<file path="config.mk">
export PLATFORM = sky130hd
export DESIGN_NAME = arrh_tex_div
export DESIGN_NICKNAME = d
export VERILOG_FILES = /design/src/design/axis_rect_ray_hit_macros.svh /design/src/design/arrh_pkg.sv /design/src/design/arrh_tex_div.sv
export SDC_FILE = /design/constraint.sdc
export NUM_CORES = 2
export LEC_CHECK = 0
export BUFFER_PORTS_ARGS = -buffer_cell sky130_fd_sc_hd__buf_2
export CELL_PAD_IN_SITES_DETAIL_PLACEMENT = 1
export CELL_PAD_IN_SITES_GLOBAL_PLACEMENT = 1
export CORE_MARGIN = 10
export CORE_UTILIZATION = 39
export CTS_CLUSTER_SIZE = 25
export DETAILED_ROUTE_END_ITERATION = 10
export PLACE_DENSITY_LB_ADDON = 0.2
export SYNTH_ARGS = -nofsm -noshare
export SYNTH_HDL_FRONTEND = slang
export SYNTH_SLANG_ARGS = --single-unit
</file>
<file path="constraint.sdc">
create_clock -name i_clk -period 4.4 [get_ports i_clk]
set_input_delay 0.88 -clock i_clk [delete_from_list [all_inputs] [get_ports i_clk]]
set_output_delay 0.88 -clock i_clk [all_outputs]
set_load 0.005 [all_outputs]
</file>
<file path="src/design/axis_rect_ray_hit_macros.svh">
// Assertion macros for the ray against rectangle block.
// Used by axis_rect_ray_hit.sv; expects i_clk and i_rst_n in scope.
`ifndef AXIS_RECT_RAY_HIT_MACROS_SVH
`define AXIS_RECT_RAY_HIT_MACROS_SVH

// Same-cycle implication, checked outside reset.
`define ARRH_ASSERT_IMP(lbl, ante, cons) \
    lbl: assert property (@(posedge i_clk) disable iff (!i_rst_n) (ante) |-> (cons)) \
        else $error("arrh check failed");

// Next-cycle implication, checked outside reset.
`define ARRH_ASSERT_NXT(lbl, ante, cons) \
    lbl: assert property (@(posedge i_clk) disable iff (!i_rst_n) (ante) |=> (cons)) \
        else $error("arrh check failed");

`endif

</file>
<file path="src/design/arrh_pkg.sv">
// Shared constants and types for the ray against rectangle block.
// No dependencies; imported by every module of the block.
`default_nettype none

package arrh_pkg;

    // Fixed point format of coordinates.
    localparam int COORD_W = 32;
    localparam int FRAC_W  = 16;
    localparam int TEX_W   = FRAC_W + 1;
    localparam int MAT_W   = 16;

    // Divider for t: magnitude numerator and quotient widths.
    localparam int TNUM_W  = COORD_W + 1 + FRAC_W;
    localparam int TQ_W    = COORD_W + 1;
    localparam int TDEN_W  = COORD_W;
    localparam int PNT_W   = COORD_W + FRAC_W + 1;

    // Pipeline stage numbers.
    localparam int ST_SEL   = 0;
    localparam int ST_MAG   = 1;
    localparam int ST_DIV0  = 2;
    localparam int ST_IVL   = ST_DIV0 + TQ_W;
    localparam int ST_MUL   = ST_IVL + 1;
    localparam int ST_PNT   = ST_MUL + 1;
    localparam int ST_BND   = ST_PNT + 1;
    localparam int ST_TEX0  = ST_BND + 1;
    localparam int ST_OUT   = ST_TEX0 + TEX_W;
    localparam int NUM_STG  = ST_OUT + 1;

    // Configuration register indexes.
    localparam logic [2:0] CFG_PLANE_AXIS   = 3'd0;
    localparam logic [2:0] CFG_PLANE_OFFSET = 3'd1;
    localparam logic [2:0] CFG_A_LOW        = 3'd2;
    localparam logic [2:0] CFG_A_HIGH       = 3'd3;
    localparam logic [2:0] CFG_B_LOW        = 3'd4;
    localparam logic [2:0] CFG_B_HIGH       = 3'd5;
    localparam logic [2:0] CFG_MATERIAL     = 3'd6;

    // Plane codes and normal axis codes.
    localparam logic [1:0] PLANE_XY = 2'd0;
    localparam logic [1:0] PLANE_XZ = 2'd1;
    localparam logic [1:0] PLANE_YZ = 2'd2;
    localparam logic [1:0] NORM_X   = 2'd0;
    localparam logic [1:0] NORM_Y   = 2'd1;
    localparam logic [1:0] NORM_Z   = 2'd2;

    typedef logic signed [COORD_W-1:0] t_coord;

endpackage

`default_nettype wire

</file>
<file path="src/design/arrh_tex_div.sv">
// Pipelined restoring divider for one texture coordinate, one bit per stage.
// Depends on arrh_pkg; computes (num * 2^FRAC_W) / den for num <= den.
`default_nettype none

module arrh_tex_div import arrh_pkg::*; (
    input  wire logic               i_clk,
    input  wire logic [TEX_W-1:0]   i_adv,
    input  wire logic [COORD_W-1:0] i_num,
    input  wire logic [COORD_W-1:0] i_den,
    output logic      [TEX_W-1:0]   o_quo
);

    logic [COORD_W-1:0] r_rem  [TEX_W];
    logic [TEX_W-1:0]   r_bits [TEX_W];
    logic [TEX_W-1:0]   r_quo  [TEX_W];
    logic [COORD_W-1:0] r_den  [TEX_W];

    // The quotient never exceeds one, so it starts from num shifted right once.
    genvar k;
    generate
        for (k = 0; k < TEX_W; k++) begin : g_step
            logic [COORD_W-1:0] rem_in;
            logic [TEX_W-1:0]   bits_in;
            logic [TEX_W-1:0]   quo_in;
            logic [COORD_W-1:0] den_in;
            logic [COORD_W:0]   trial;
            logic [COORD_W:0]   diff;
            logic               ge;

            if (k == 0) begin : g_first
                assign rem_in  = {1'b0, i_num[COORD_W-1:1]};
                assign bits_in = {i_num[0], {(TEX_W-1){1'b0}}};
                assign quo_in  = '0;
                assign den_in  = i_den;
            end else begin : g_next
                assign rem_in  = r_rem[k-1];
                assign bits_in = r_bits[k-1];
                assign quo_in  = r_quo[k-1];
                assign den_in  = r_den[k-1];
            end

            assign trial = {rem_in, bits_in[TEX_W-1]};
            assign diff  = trial - {1'b0, den_in};
            assign ge    = (trial >= {1'b0, den_in});

            always_ff @(posedge i_clk) begin
                if (i_adv[k]) begin
                    r_rem[k]  <= ge ? diff[COORD_W-1:0] : trial[COORD_W-1:0];
                    r_bits[k] <= {bits_in[TEX_W-2:0], 1'b0};
                    r_quo[k]  <= {quo_in[TEX_W-2:0], ge};
                    r_den[k]  <= den_in;
                end
            end
        end
    endgenerate

    assign o_quo = r_quo[TEX_W-1];

endmodule

`default_nettype wire

</file>
==> impl_metrics.yaml <==
clocking:
  cts_num_sinks: 1177
  cts_buffers: 143
  clkTransAtPathRegs_ns: 0.06
  worstSkewPairLatency_ns: 0.79
  cts_root_buf: "clkbuf_16"
  cts_buffer_depth: 3
  cts_hold_buf: 0
  cts_tree: "built"
  htree_levels: 4
global_route:
  grt_pass1_vias: 51190
  grt_pass1_wl_um: 279200
  overflow: 0
  gr-usage-all-layers_pct: 17.98
  grt_max_degree: 80
  grt_antenna_before_repair: 3
worst_setup_path:
  r2r_slack_ns: 0.17
  ff2ff_path_depth: 14
  required_ns: 5.02
  path_class: "reg -> reg"
  reg2reg_to: "r_rem[0][286]"
  endpoint_kind: "flop"
  cp.arrival_ns: 4.85
  crit_path_max_fanout: 4
  start_kind: "flop"
  reg2reg_from: "r_rem[0][225]"
floorplanning:
  start_util_pct: 39.21
  die_x_um: 440.5
  core-area_sq_um: 175900
  die_area_sq_um: 194100
  dieHeight_um: 440.5
  ios: 99
  rows: 154
min_path:
  hold_path_class: "in -> reg"
  holdPathStages: 1
  hold_start: "i_den[9]"
  min_to: "r_den[0][9]"
synthesis:
  synth_seq_cells: 1177
  synth_top_area_cell: "edfxtp_1"
  synth_top_family_by_area: "compound AO/OA/AOI/OAI gates"
  synth_fa_ha_area_share_pct: 10.31
  netlist_area_sq_um: 68970
  synth-edff-count: 1177
  synth_simple_gate_area_share_pct: 9.890
  synthMuxAreaShare_pct: 3.499
  synth_compound_area_share_pct: 15.09
  yosysWarningCount: 0
  ys_top_cells_by_area: "edfxtp_1 51%, ha_1 9.9%, a21oi_1 3.9%"
  syn-instance-count: 6291
  synth-xor-area-share_pct: 5.410
  synthesis.nets: 6932
  ys_seq_area_share_pct: 51.24
  synth_top_area_share_pct: 51.24
  syn_avg_cell_area_sq_um: 10.96
  ys.flop_type: "edfxtp_1"
  async_flop_share_pct: 0
  synth_cell_types: 90
sta:
  max_slew_margin_pct: 36.43
  grt_setup_unrepaired: "no"
  fin_crit_sh_pct: 96.06
  hold_violations: 0
  period_minus_slack_ns: 4.227
  skew_ns: 0.02935
  setup_viol: 0
  fmax_mhz: 236.6
  tns_ns: 0
  final_max_slew_viol_count: 0
  tightestPinTransition_ns: 0.9535
  whs_ns: 0.2885
detailed_routing:
  totalWireLength_um: 175700
  antenna_left: 0
  wire_per_inst_um: 19.56
  firstDrtPassIters: 4
  num_vias: 47410
  drc: 0
  drtIter0Drc: 1897
  viasPerCell: 5.278
finish:
  syn2layout_area_growth_pct: 12.99
  mostFrequentLayoutCells: "1177 x edfxtp_1, 669 x inv_1, 543 x ha_1, 528 x a21oi_1, 424 x nand2_1"
  final_common_cell: "edfxtp_1"
  fin_cells: 8982
  fin_util_pct: 44.30
  nFillCells: 19070
  drive_above_1_share_pct: 10.55
  diodes: 0
  fin_nets: 7169
power:
  peakVddDrop_uv: 404.0
  power_leakage_nw: 32.08
  powerDensity_nw_per_um2: 739.1
job:
  cap_violations: 0
placed_design:
  gp_congestion: 0.8972
  numPortBuffers: 98
  dp_hpwl_um: 140200
  dpl.cell_count: 8723
status:
  status: "finished clean"
[how the worst max path moves through the flow]
stage,startpoint,end,slack (ns),cells after the start
2_1_floorplan,i_num[0],r_rem[0][0],0.45,15
3_3_place_gp,i_num[0],r_rem[0][6],0.08,16
3_5_place_dp,i_num[0],r_rem[0][10],0.09,16
4_1_cts,r_rem[0][32],r_rem[0][84],0.18,13
5_1_grt,r_den[0][226],r_rem[0][286],0.01,15
6_report,r_rem[0][225],r_rem[0][286],0.17,14
[worst max-delay path, stage by stage (launching register included)]
cell	delay, ns
edfxtp_1	0.41
ha_1	0.34
buf_4	0.16
nor2b_1	0.14
o31a_1	0.29
nor4_1	0.58
o31ai_1	0.27
a31o_2	0.32
o41ai_1	0.32
buf_4	0.19
o21ai_0	0.12
a21oi_1	0.25
nand2b_1	0.15
mux2_2	0.33
a31oi_1	0.18
[cells by family after synthesis]
logic type,Yosys count
compound gates,1666
fa+ha+maj,559
simple gates,1433
mux,215
xor+xnor,426
buf+inv,815
flops,1177
[cell type report]
cell class,instances,area [sq um],area share [%]
Clock buffer,169,3761,4.826
Sequential cell,1177,35340,45.35
Inverter,669,2511,3.222
Multi-Input combinational cell,4299,30590,39.25
Tap cell,2340,2928,3.757
Timing Repair Buffer,238,1852,2.376
Clock inverter,90,945.9,1.214
[per-stage QoR]
| step | power (mW) | cell area, sq um | setup WS (ns) |
|---|---|---|---|
| 6_report | 57.60 | 77930 | 0.1734 |
| 5_1_grt | 61.99 | 77930 | 0.01305 |
| 4_1_cts | 58.19 | 77910 | 0.1813 |
| 3_5_place_dp | 45.98 | 73210 | 0.09367 |
| 3_3_place_gp | 45.35 | 73210 | 0.08500 |
| 2_1_floorplan | 37.93 | 68970 | 0.4544 |
[flip-flops by register name, indices dropped and copies added, names as in the netlist]
register,flops
r_den,512
r_quo,153
r_rem,512
[routing by layer]
metal	global-route usage, %	part of all wire [%]	vias to the layer above
met5	0	0.0074	-
met4	7.995	4.5	2
met3	2.342	2.2	355
met2	35.32	55	513
met1	18.80	39	23150
li1	-	-	23400
[Yosys cell counts, drive strengths merged, types with 16 or more instances]
| cell | count |
|---|---|
| edfxtp | 1177 |
| inv | 669 |
| ha | 543 |
| a21oi | 532 |
| nand2 | 424 |
| o21ai | 412 |
| nor2 | 404 |
| a21o | 236 |
| xnor2 | 234 |
| mux2 | 209 |
| xor2 | 192 |
| clkbuf | 105 |
| nand2b | 100 |
| nor2b | 96 |
| nand3 | 94 |
| nand4 | 83 |
| o21a | 68 |
| a31oi | 63 |
| nor3 | 62 |
| a211oi | 50 |
| o21bai | 49 |
| o31ai | 44 |
| buf | 41 |
| and3 | 37 |
| nor4 | 24 |
| and2 | 22 |
| a211o | 21 |
| or3 | 19 |
| or2 | 18 |
| a31o | 17 |
| o31a | 17 |
| fa | 16 |
[where the power goes]
part / switching, mW / internal (mW) / total, mW / leakage, nW
clock network: 4.75 / 7.06 / 11.8 / 2.28
logic: 15.1 / 12.0 / 27.1 / 18.3
registers: 1.82 / 16.9 / 18.7 / 11.5
[what timing repair did]
item	in CTS	in global routing
resized for setup	0	4
endpoints found under the hold margin	0	0
endpoints found under the setup margin	0	54
setup buffers	0	0
Power figures use the tool's default switching activity.
